[config.mk]
export PLATFORM = sky130hd
export DESIGN_NAME = reno_congestion_control_unit
export DESIGN_NICKNAME = d
export VERILOG_FILES = /design/src/rcc_pkg.sv /design/src/rcc_in_reg.sv /design/src/rcc_core.sv /design/src/rcc_out_reg.sv /design/src/reno_congestion_control_unit.sv
export SDC_FILE = /design/constraint.sdc
export NUM_CORES = 1
export LEC_CHECK = 0
export BUFFER_PORTS_ARGS = -buffer_cell sky130_fd_sc_hd__buf_2
export CORE_UTILIZATION = 50
export DETAILED_ROUTE_END_ITERATION = 8
export GPL_ROUTABILITY_DRIVEN = 0
export PLACE_DENSITY = 0.75
export SLEW_MARGIN = 20
export SYNTH_ARGS = -nofsm -noshare
export SYNTH_HDL_FRONTEND = slang
export SYNTH_HIERARCHICAL = 1
export SYNTH_SLANG_ARGS = --single-unit
[constraint.sdc]
create_clock -name clk -period 9.2 [get_ports clk]
set_input_delay 1.84 -clock clk [delete_from_list [all_inputs] [get_ports clk]]
set_output_delay 1.84 -clock clk [all_outputs]
set_load 0.01 [all_outputs]
[src/rcc_pkg.sv]
// ----------------------------------------------------------------------------
// rcc_pkg: shared types and constants
// Request and result layouts, configuration register indexes and reset values
// for the Reno congestion control unit.
// ----------------------------------------------------------------------------
`default_nettype none

package rcc_pkg;

  localparam int unsigned CfgIdxW  = 3;
  localparam int unsigned CfgDataW = 32;

  localparam logic [CfgIdxW-1:0] CFG_INITIAL_CWND        = 3'd0;
  localparam logic [CfgIdxW-1:0] CFG_INITIAL_SSTHRESH    = 3'd1;
  localparam logic [CfgIdxW-1:0] CFG_TIMEOUT_CLOSE_LIMIT = 3'd2;
  localparam logic [CfgIdxW-1:0] CFG_START_SEND_SEQ      = 3'd3;
  localparam logic [CfgIdxW-1:0] CFG_START_RECV_SEQ      = 3'd4;

  localparam logic [15:0] RST_CWND     = 16'd1;
  localparam logic [15:0] RST_SSTHRESH = 16'd10;
  localparam logic [7:0]  RST_LIMIT    = 8'd10;

  localparam logic [7:0]  DUP_TRIGGER = 8'd3;
  localparam logic [15:0] FR_INFLATE  = 16'd3;

  localparam logic OP_TIMEOUT = 1'b0;
  localparam logic OP_SEGMENT = 1'b1;

  localparam int unsigned InDataW  = 88;
  localparam int unsigned OutDataW = 136;

  typedef struct packed {
    logic        operation;
    logic [31:0] ack_number;
    logic [31:0] seq_number;
    logic [15:0] payload_length;
    logic        fin_flag;
    logic        buffer_has_room;
  } item_t;

  typedef struct packed {
    logic [15:0] congestion_window;
    logic [15:0] slow_start_threshold;
    logic [31:0] base_seq;
    logic [31:0] acked_bytes;
    logic        retransmit;
    logic        accept_payload;
    logic [31:0] next_expected_seq;
    logic        close_link;
  } result_t;

  typedef struct packed {
    logic                we;
    logic [CfgIdxW-1:0]  index;
    logic [CfgDataW-1:0] wdata;
  } cfg_wr_t;

endpackage

`default_nettype wire

[src/rcc_in_reg.sv]
// ----------------------------------------------------------------------------
// rcc_in_reg: request register
// Holds one accepted request until the update stage takes it.
// ----------------------------------------------------------------------------
`default_nettype none

module rcc_in_reg (
  input  wire logic          clk,
  input  wire logic          rst_n,
  input  wire logic          in_valid,
  output logic               in_ready,
  input  wire rcc_pkg::item_t in_item,
  input  wire logic          out_free,
  output logic               advance,
  output rcc_pkg::item_t     item
);

  logic           vld_r;
  logic           vld_nxt;
  rcc_pkg::item_t item_r;

  assign advance  = vld_r && out_free;
  assign in_ready = !vld_r || advance;
  assign item     = item_r;

  always_comb begin
    vld_nxt = vld_r;
    if (in_ready) begin
      vld_nxt = in_valid;
    end
  end

  always_ff @(posedge clk) begin
    if (!rst_n) begin
      vld_r <= 1'b0;
    end else begin
      vld_r <= vld_nxt;
    end
  end

  always_ff @(posedge clk) begin
    if (in_ready && in_valid) begin
      item_r <= in_item;
    end
  end

endmodule

`default_nettype wire

[src/rcc_core.sv]
// ----------------------------------------------------------------------------
// rcc_core: connection state and update logic
// Holds window, threshold, counters and sequence state; computes the state
// after one request and the matching result.
// ----------------------------------------------------------------------------
`default_nettype none

module rcc_core (
  input  wire logic             clk,
  input  wire logic             rst_n,
  input  wire rcc_pkg::cfg_wr_t cfg,
  input  wire logic             advance,
  input  wire rcc_pkg::item_t   item,
  output rcc_pkg::result_t      result
);

  logic [15:0] cwnd_r, cwnd_nxt;
  logic [15:0] ssth_r, ssth_nxt;
  logic [7:0]  dup_r, dup_nxt;
  logic [15:0] avoid_r, avoid_nxt;
  logic [7:0]  tmo_r, tmo_nxt;
  logic [31:0] base_r, base_nxt;
  logic [31:0] rnext_r, rnext_nxt;
  logic        closed_r, closed_nxt;
  logic [7:0]  limit_r;

  logic [31:0] acked;
  logic        retx;
  logic        accepted;
  logic [15:0] cwnd_inc;
  logic [15:0] avoid_inc;
  logic [7:0]  dup_inc;
  logic [15:0] ssth_half;

  assign cwnd_inc  = (cwnd_r == 16'hFFFF) ? cwnd_r : cwnd_r + 16'd1;
  assign avoid_inc = (avoid_r == 16'hFFFF) ? avoid_r : avoid_r + 16'd1;
  assign dup_inc   = (dup_r == 8'hFF) ? dup_r : dup_r + 8'd1;
  assign ssth_half = {1'b0, cwnd_r[15:1]};

  always_comb begin
    cwnd_nxt   = cwnd_r;
    ssth_nxt   = ssth_r;
    dup_nxt    = dup_r;
    avoid_nxt  = avoid_r;
    tmo_nxt    = tmo_r;
    base_nxt   = base_r;
    rnext_nxt  = rnext_r;
    closed_nxt = closed_r;
    acked      = 32'd0;
    retx       = 1'b0;
    accepted   = 1'b0;
    if (!closed_r) begin
      if (item.operation == rcc_pkg::OP_TIMEOUT) begin
        tmo_nxt   = (tmo_r == 8'hFF) ? tmo_r : tmo_r + 8'd1;
        avoid_nxt = 16'd0;
        dup_nxt   = 8'd0;
        ssth_nxt  = ssth_half;
        cwnd_nxt  = 16'd1;
        if (tmo_nxt >= limit_r) begin
          closed_nxt = 1'b1;
        end
      end else begin
        tmo_nxt = 8'd0;
        if (item.fin_flag) begin
          closed_nxt = 1'b1;
        end else begin
          if (item.ack_number != base_r) begin
            if (dup_r >= rcc_pkg::DUP_TRIGGER) begin
              // leaving fast recovery: deflate to threshold
              cwnd_nxt = ssth_r;
            end else if (cwnd_r < ssth_r) begin
              cwnd_nxt = cwnd_inc;
            end else begin
              // one segment per window's worth of new ACKs
              if (avoid_inc >= cwnd_r) begin
                cwnd_nxt  = cwnd_inc;
                avoid_nxt = 16'd0;
              end else begin
                avoid_nxt = avoid_inc;
              end
            end
            dup_nxt  = 8'd0;
            acked    = item.ack_number - base_r;
            base_nxt = item.ack_number;
          end else if (item.payload_length == 16'd0) begin
            dup_nxt = dup_inc;
            if (dup_inc == rcc_pkg::DUP_TRIGGER) begin
              avoid_nxt = 16'd0;
              ssth_nxt  = ssth_half;
              cwnd_nxt  = ssth_half + rcc_pkg::FR_INFLATE;
              retx      = 1'b1;
            end else if (dup_inc > rcc_pkg::DUP_TRIGGER) begin
              retx     = 1'b1;
              cwnd_nxt = cwnd_inc;
            end
          end
          if (item.payload_length != 16'd0 && item.seq_number == rnext_r &&
              item.buffer_has_room) begin
            rnext_nxt = item.seq_number + {16'd0, item.payload_length};
            accepted  = 1'b1;
          end
        end
      end
    end
  end

  always_comb begin
    result.congestion_window    = cwnd_nxt;
    result.slow_start_threshold = ssth_nxt;
    result.base_seq             = base_nxt;
    result.acked_bytes          = acked;
    result.retransmit           = retx;
    result.accept_payload       = accepted;
    result.next_expected_seq    = rnext_nxt;
    result.close_link           = closed_nxt;
  end

  always_ff @(posedge clk) begin
    if (!rst_n) begin
      cwnd_r   <= rcc_pkg::RST_CWND;
      ssth_r   <= rcc_pkg::RST_SSTHRESH;
      dup_r    <= 8'd0;
      avoid_r  <= 16'd0;
      tmo_r    <= 8'd0;
      base_r   <= 32'd0;
      rnext_r  <= 32'd0;
      closed_r <= 1'b0;
      limit_r  <= rcc_pkg::RST_LIMIT;
    end else if (cfg.we) begin
      unique case (cfg.index)
        rcc_pkg::CFG_INITIAL_CWND:        cwnd_r  <= cfg.wdata[15:0];
        rcc_pkg::CFG_INITIAL_SSTHRESH:    ssth_r  <= cfg.wdata[15:0];
        rcc_pkg::CFG_TIMEOUT_CLOSE_LIMIT: limit_r <= cfg.wdata[7:0];
        rcc_pkg::CFG_START_SEND_SEQ:      base_r  <= cfg.wdata;
        rcc_pkg::CFG_START_RECV_SEQ:      rnext_r <= cfg.wdata;
        default: ;
      endcase
    end else if (advance) begin
      cwnd_r   <= cwnd_nxt;
      ssth_r   <= ssth_nxt;
      dup_r    <= dup_nxt;
      avoid_r  <= avoid_nxt;
      tmo_r    <= tmo_nxt;
      base_r   <= base_nxt;
      rnext_r  <= rnext_nxt;
      closed_r <= closed_nxt;
    end
  end

endmodule

`default_nettype wire

[src/rcc_out_reg.sv]
// ----------------------------------------------------------------------------
// rcc_out_reg: result register
// Holds one result until the receiver takes it; frees itself on the same
// cycle it is taken.
// ----------------------------------------------------------------------------
`default_nettype none

module rcc_out_reg (
  input  wire logic             clk,
  input  wire logic             rst_n,
  input  wire logic             load,
  input  wire rcc_pkg::result_t result,
  output logic                  out_free,
  output logic                  out_valid,
  input  wire logic             out_ready,
  output rcc_pkg::result_t      out_result
);

  logic             vld_r;
  logic             vld_nxt;
  rcc_pkg::result_t res_r;

  assign out_free   = !vld_r || out_ready;
  assign out_valid  = vld_r;
  assign out_result = res_r;

  always_comb begin
    vld_nxt = vld_r;
    if (out_free) begin
      vld_nxt = load;
    end
  end

  always_ff @(posedge clk) begin
    if (!rst_n) begin
      vld_r <= 1'b0;
    end else begin
      vld_r <= vld_nxt;
    end
  end

  always_ff @(posedge clk) begin
    if (load) begin
      res_r <= result;
    end
  end

endmodule

`default_nettype wire

[src/reno_congestion_control_unit.sv]
// ----------------------------------------------------------------------------
// reno_congestion_control_unit: Reno congestion and ACK tracker
// Each request is a receive timeout or one checked segment; each gives one
// result with window, threshold, send base, acked bytes and receive state.
// ----------------------------------------------------------------------------
// Usage:
//   in_*  : request stream. in_tuser is the operation (0 timeout, 1 segment),
//           in_tlast is the FIN flag, in_tdata the remaining fields.
//   out_* : result stream, one result per request, in request order.
//   cfg_* : register write port, taken on any edge with cfg_we high; writing
//           a start value also loads the live state. Write only while idle.
// Path: the request register holds an accepted request, then the state
//   update loads the result register, which drives out_tvalid.
// Throughput: one request per cycle while results are taken; the update is a
//   single pass of compares and increments from request to result register.
// Reset (rst_n low, synchronous): both stages empty, registers and state at
//   their defaults (window 1, threshold 10, close limit 10, sequences 0).
// Stall: a held result keeps out_tdata; one more request waits in the
//   request register, then in_tready drops until out_tready returns.
// ----------------------------------------------------------------------------
`default_nettype none

module reno_congestion_control_unit (
  input  wire logic                          clk,
  input  wire logic                          rst_n,
  input  wire logic                          in_tvalid,
  output logic                               in_tready,
  // ack_number[31:0], seq_number[63:32], payload_length[79:64],
  // buffer_has_room[80], zero[87:81]
  input  wire logic [rcc_pkg::InDataW-1:0]   in_tdata,
  input  wire logic                          in_tuser,   // operation
  input  wire logic                          in_tlast,   // fin_flag
  output logic                               out_tvalid,
  input  wire logic                          out_tready,
  // congestion_window[15:0], slow_start_threshold[31:16], base_seq[63:32],
  // acked_bytes[95:64], retransmit[96], accept_payload[97],
  // next_expected_seq[129:98], close_link[130], zero[135:131]
  output logic [rcc_pkg::OutDataW-1:0]       out_tdata,
  input  wire logic                          cfg_we,
  input  wire logic [rcc_pkg::CfgIdxW-1:0]   cfg_index,
  input  wire logic [rcc_pkg::CfgDataW-1:0]  cfg_wdata
);

  rcc_pkg::item_t   in_item;
  rcc_pkg::item_t   item;
  rcc_pkg::result_t result;
  rcc_pkg::result_t out_result;
  rcc_pkg::cfg_wr_t cfg;
  logic             advance;
  logic             out_free;

  always_comb begin
    in_item.operation       = in_tuser;
    in_item.ack_number      = in_tdata[31:0];
    in_item.seq_number      = in_tdata[63:32];
    in_item.payload_length  = in_tdata[79:64];
    in_item.fin_flag        = in_tlast;
    in_item.buffer_has_room = in_tdata[80];
    cfg.we    = cfg_we;
    cfg.index = cfg_index;
    cfg.wdata = cfg_wdata;
  end

  rcc_in_reg u_in_reg (
    .clk      (clk),
    .rst_n    (rst_n),
    .in_valid (in_tvalid),
    .in_ready (in_tready),
    .in_item  (in_item),
    .out_free (out_free),
    .advance  (advance),
    .item     (item)
  );

  rcc_core u_core (
    .clk     (clk),
    .rst_n   (rst_n),
    .cfg     (cfg),
    .advance (advance),
    .item    (item),
    .result  (result)
  );

  rcc_out_reg u_out_reg (
    .clk        (clk),
    .rst_n      (rst_n),
    .load       (advance),
    .result     (result),
    .out_free   (out_free),
    .out_valid  (out_tvalid),
    .out_ready  (out_tready),
    .out_result (out_result)
  );

  assign out_tdata = {5'd0,
                      out_result.close_link,
                      out_result.next_expected_seq,
                      out_result.accept_payload,
                      out_result.retransmit,
                      out_result.acked_bytes,
                      out_result.base_seq,
                      out_result.slow_start_threshold,
                      out_result.congestion_window};

endmodule

`default_nettype wire
==> results.toml <==
[clocking]
cts_tree = "built"
cts_sinks = 353
clock-root-buffer = "clkbuf_16"
clk_latency_ns = 0.57
clk_pin_slew_ns = 0.06
cts.htree.levels = 2
post_cts_buffers = 0
cts_buffers = 39
ctsLongestPathBuffers = 3
cts-hold-fix-buffers = 0
cts_resized = 0

[worst_setup_path]
cp_slowest_cell = "and4_1"
ff2ff_path_depth = 17
cp-start-kind = "flop"
critPathRequiredTime_ns = 9.68
crit_start = "u_core/avoid_r[3]$_SDFFE_PN0P_"
crit_fanout = 19
rr_startpoint = "u_core/avoid_r[3]$_SDFFE_PN0P_"
critPathKind = "flop to flop"
r2r_setup_slack_ns = 3.61
crit_end = "u_core/cwnd_r[3]$_SDFFE_PN0P_"
worstPathArrival_ns = 6.07
cp-end-kind = "flop"
path_cells = "nand4_1 -> nor4_1 -> and2_1 -> and3_1 -> nand4_1 -> and4_1 -> and3_1 -> xor2_1 -> ha_1 -> a211o_1 -> o221ai_1 -> o211ai_2 -> and2_2 -> nand3_1 -> a31oi_1 -> or3_1 -> a221oi_2"
reg2reg_to = "u_core/cwnd_r[3]$_SDFFE_PN0P_"
max_stage_delay_ns = 0.48

[min_path]
hp-class = "flop to flop"

[sta]
rsz0062_at_grt = "no"
slew_headroom_pct = 29.5
min_period_ns = 5.59
finalHoldViolations = 0
worst_pin_slew_ns = 1.05
maxSlewViolCount = 0
setup-tns-final_ns = 0
fmax_ghz = 0.179
min_period_over_period_pct = 60.8
setup_viol = 0
finClkSkew_ns = 0.0217

[logic_synthesis]
seq_area_frac_synth_pct = 46.3
synthDistinctLibCells = 104
synth_edf_count = 214
syn-cell-area_um2 = 19900
synth-main-ff-cell = "edfxtp_1"
synth_cells = 2078
ys_seq_elements = 353
async_flop_share_pct = 0
postSynthAreaPerCell_um2 = 9.58
ys_warn_count = 6

[final_layout]
fin_nets = 2515
syn2layout_area_growth_pct = 14.0
design_area_um2 = 22700
post-route-util_pct = 58.3
drive_above_1_share_pct = 16.5

[die]
placementRows = 72
coreArea_um2 = 38900
die_y_um = 202
ios = 268
dieArea_um2 = 40600
initial_utilization_pct = 51.2
die_w_um = 202

[outcome]
status = "finished clean"

[power_and_ir_drop]
p_leak_uw = 0.00881
power_density_nw_per_um2 = 175
max-vdd-ir-drop_v = 0.000121

[routing]
initialDrtViolationCount = 2204
ant_nets = 0
drc = 0
routed_wl_um = 61400
dr.pass1.iters = 7
vias = 17700
wl_per_cell_um = 21.6
vias_per_cell = 6.23

[place]
port_buffers = 255
placed_cell_area_um2 = 21400
hpwl_um = 44700

[global_routing]
grt_pass1_wl_um = 92400
grt_max_degree = 79
antenna_found_initial = 11
grt_pass1_vias = 16400
track_usage_pct = 29.4
grt-ovfl-total = 0

[job]
maxCapViolCount = 0
## power breakdown
part	total, µW	switching, µW	internal, µW	leakage [µW]
logic	576	374	203	0.00497
registers	1810	52.9	1760	0.00321
clock network	1580	663	919	0.000625
total	3970	1090	2880	0.00881
## cells by family after synthesis
group | Yosys count | synth area share [%]
compound gates | 600 | 19.2
xor+xnor | 119 | 5.23
fa+ha+maj | 94 | 5.98
simple gates | 674 | 16.7
other cells | 1 | 0.0188
mux | 31 | 1.72
buf+inv | 206 | 4.85
flops | 353 | 46.3
## layout by cell type, fill, tap and decap left out, types with 7 or more instances in the layout
| master | netlist | layout |
|---|---|---|
| or3_1 | 9 | 9 |
| o21ai_0 | 129 | 128 |
| nor2_1 | 157 | 156 |
| and2_1 | 8 | 8 |
| nand2_1 | 232 | 232 |
| nand2b_1 | 39 | 39 |
| a211o_1 | 7 | 7 |
| inv_1 | 100 | 100 |
| xor2_1 | 38 | 38 |
| dfxtp_1 | 139 | 139 |
| nor3_1 | 44 | 44 |
| mux2_2 | 9 | 9 |
| buf_2 | 8 | 254 |
| o22ai_1 | 25 | 25 |
| nand3_1 | 49 | 49 |
| buf_4 | 11 | 17 |
| xnor2_1 | 81 | 81 |
| o21ai_1 | 10 | 10 |
| nand4_1 | 31 | 31 |
| nor2b_1 | 13 | 13 |
| a31oi_1 | 20 | 19 |
| a211oi_1 | 12 | 12 |
| ha_1 | 92 | 92 |
| nor4_1 | 14 | 14 |
| o211ai_1 | 56 | 56 |
| o21bai_1 | 9 | 9 |
| o31ai_1 | 14 | 14 |
| and3_1 | 20 | 20 |
| a21o_1 | 40 | 40 |
| o21a_1 | 14 | 14 |
| mux2i_1 | 20 | 20 |
| clkbuf_1 | 63 | 8 |
| a22oi_1 | 21 | 21 |
| clkinv_1 | 2 | 8 |
| edfxtp_1 | 214 | 214 |
| clkbuf_16 | 0 | 40 |
| a21oi_1 | 173 | 173 |
| o221ai_1 | 9 | 9 |
| and4_1 | 13 | 13 |
## cells in the mapped netlist, drive strengths merged (14+ instances only)
library cell,count,area [µm²]
a21o,40,300
a21oi,174,882
a22oi,21,158
a31oi,21,138
and3,21,136
buf,30,216
clkbuf,72,352
dfxtp,139,2780
edfxtp,214,6430
ha,92,1150
inv,101,379
mux2i,20,200
nand2,234,883
nand2b,41,272
nand3,54,303
nand4,32,206
nor2,159,607
nor3,47,269
nor4,15,109
o211ai,57,433
o21a,14,105
o21ai,139,696
o22ai,25,156
o31ai,14,105
xnor2,81,709
xor2,38,333
## sequential cells by signal (all words and copies together), names as in the netlist
signal	flops
u_out_reg/out_result	131
u_in_reg/item	83
u_core/base_r	32
u_core/rnext_r	32
u_core/avoid_r	16
u_core/cwnd_r	16
u_core/ssth_r	16
u_core/dup_r	8
u_core/limit_r	8
u_core/tmo_r	8
u_core/closed_r	1
u_in_reg/vld_r	1
u_out_reg/out_valid	1
## metrics by stage
| step | hold slack (ns) | std cells | setup slack, ns | total power (µW) |
|---|---|---|---|---|
| 4_1_cts | 0.452 | 2840 | 3.69 | 3980 |
| 2_1_floorplan | 0.432 | 2082 | 3.93 | 2200 |
| 3_5_place_dp | 0.444 | 2768 | 3.73 | 2400 |
| 5_1_grt | 0.468 | 2843 | 3.15 | 4100 |
| 3_3_place_gp | 0.439 | 2768 | 3.87 | 2380 |
| 6_report | 0.450 | 2843 | 3.61 | 3970 |
## final cells by class
type / count / area [µm²]
diodes: 3 / 7.51
clock buffers: 48 / 1030
clock inverters: 24 / 249
fillers: 3332 / 16200
inverters: 103 / 387
multi-input cells: 1523 / 9770
flip-flops and latches: 353 / 9210
well taps: 518 / 648
repair buffers: 271 / 1400
## metal layers
metal  up-vias  part of all wire, %  track usage (%)
li1       8043                    -                -
met1      8294                   40             40.3
met2      1164                   43             43.6
met3       186                   13             8.05
met4        12                  4.2             12.7
met5         -                 0.11                0
## worst min-delay path by stage
stage	startpoint	endpoint	slack, ns	cells after the start
floorplan	u_core/base_r[19]$_SDFFE_PN0P_	u_core/base_r[19]$_SDFFE_PN0P_	0.43	2
global route	u_core/base_r[20]$_SDFFE_PN0P_	u_core/base_r[20]$_SDFFE_PN0P_	0.47	2
CTS	u_core/base_r[28]$_SDFFE_PN0P_	u_core/base_r[28]$_SDFFE_PN0P_	0.45	2
global placement	u_core/base_r[30]$_SDFFE_PN0P_	u_core/base_r[30]$_SDFFE_PN0P_	0.44	2
finish	u_core/base_r[16]$_SDFFE_PN0P_	u_core/base_r[16]$_SDFFE_PN0P_	0.45	2
detailed placement	u_core/base_r[28]$_SDFFE_PN0P_	u_core/base_r[28]$_SDFFE_PN0P_	0.44	2
## worst max-delay path: cells and delay by family (launching register included)
kind                       cells  cell delay (ns)
DFF                            1             0.44
adders and majority gates      1             0.18
and+or+nand+nor               10             3.32
xor gates and xnor gates       1             0.16
AOI/OAI and AO/OA              5             1.38
Power figures use the tool's default switching activity.
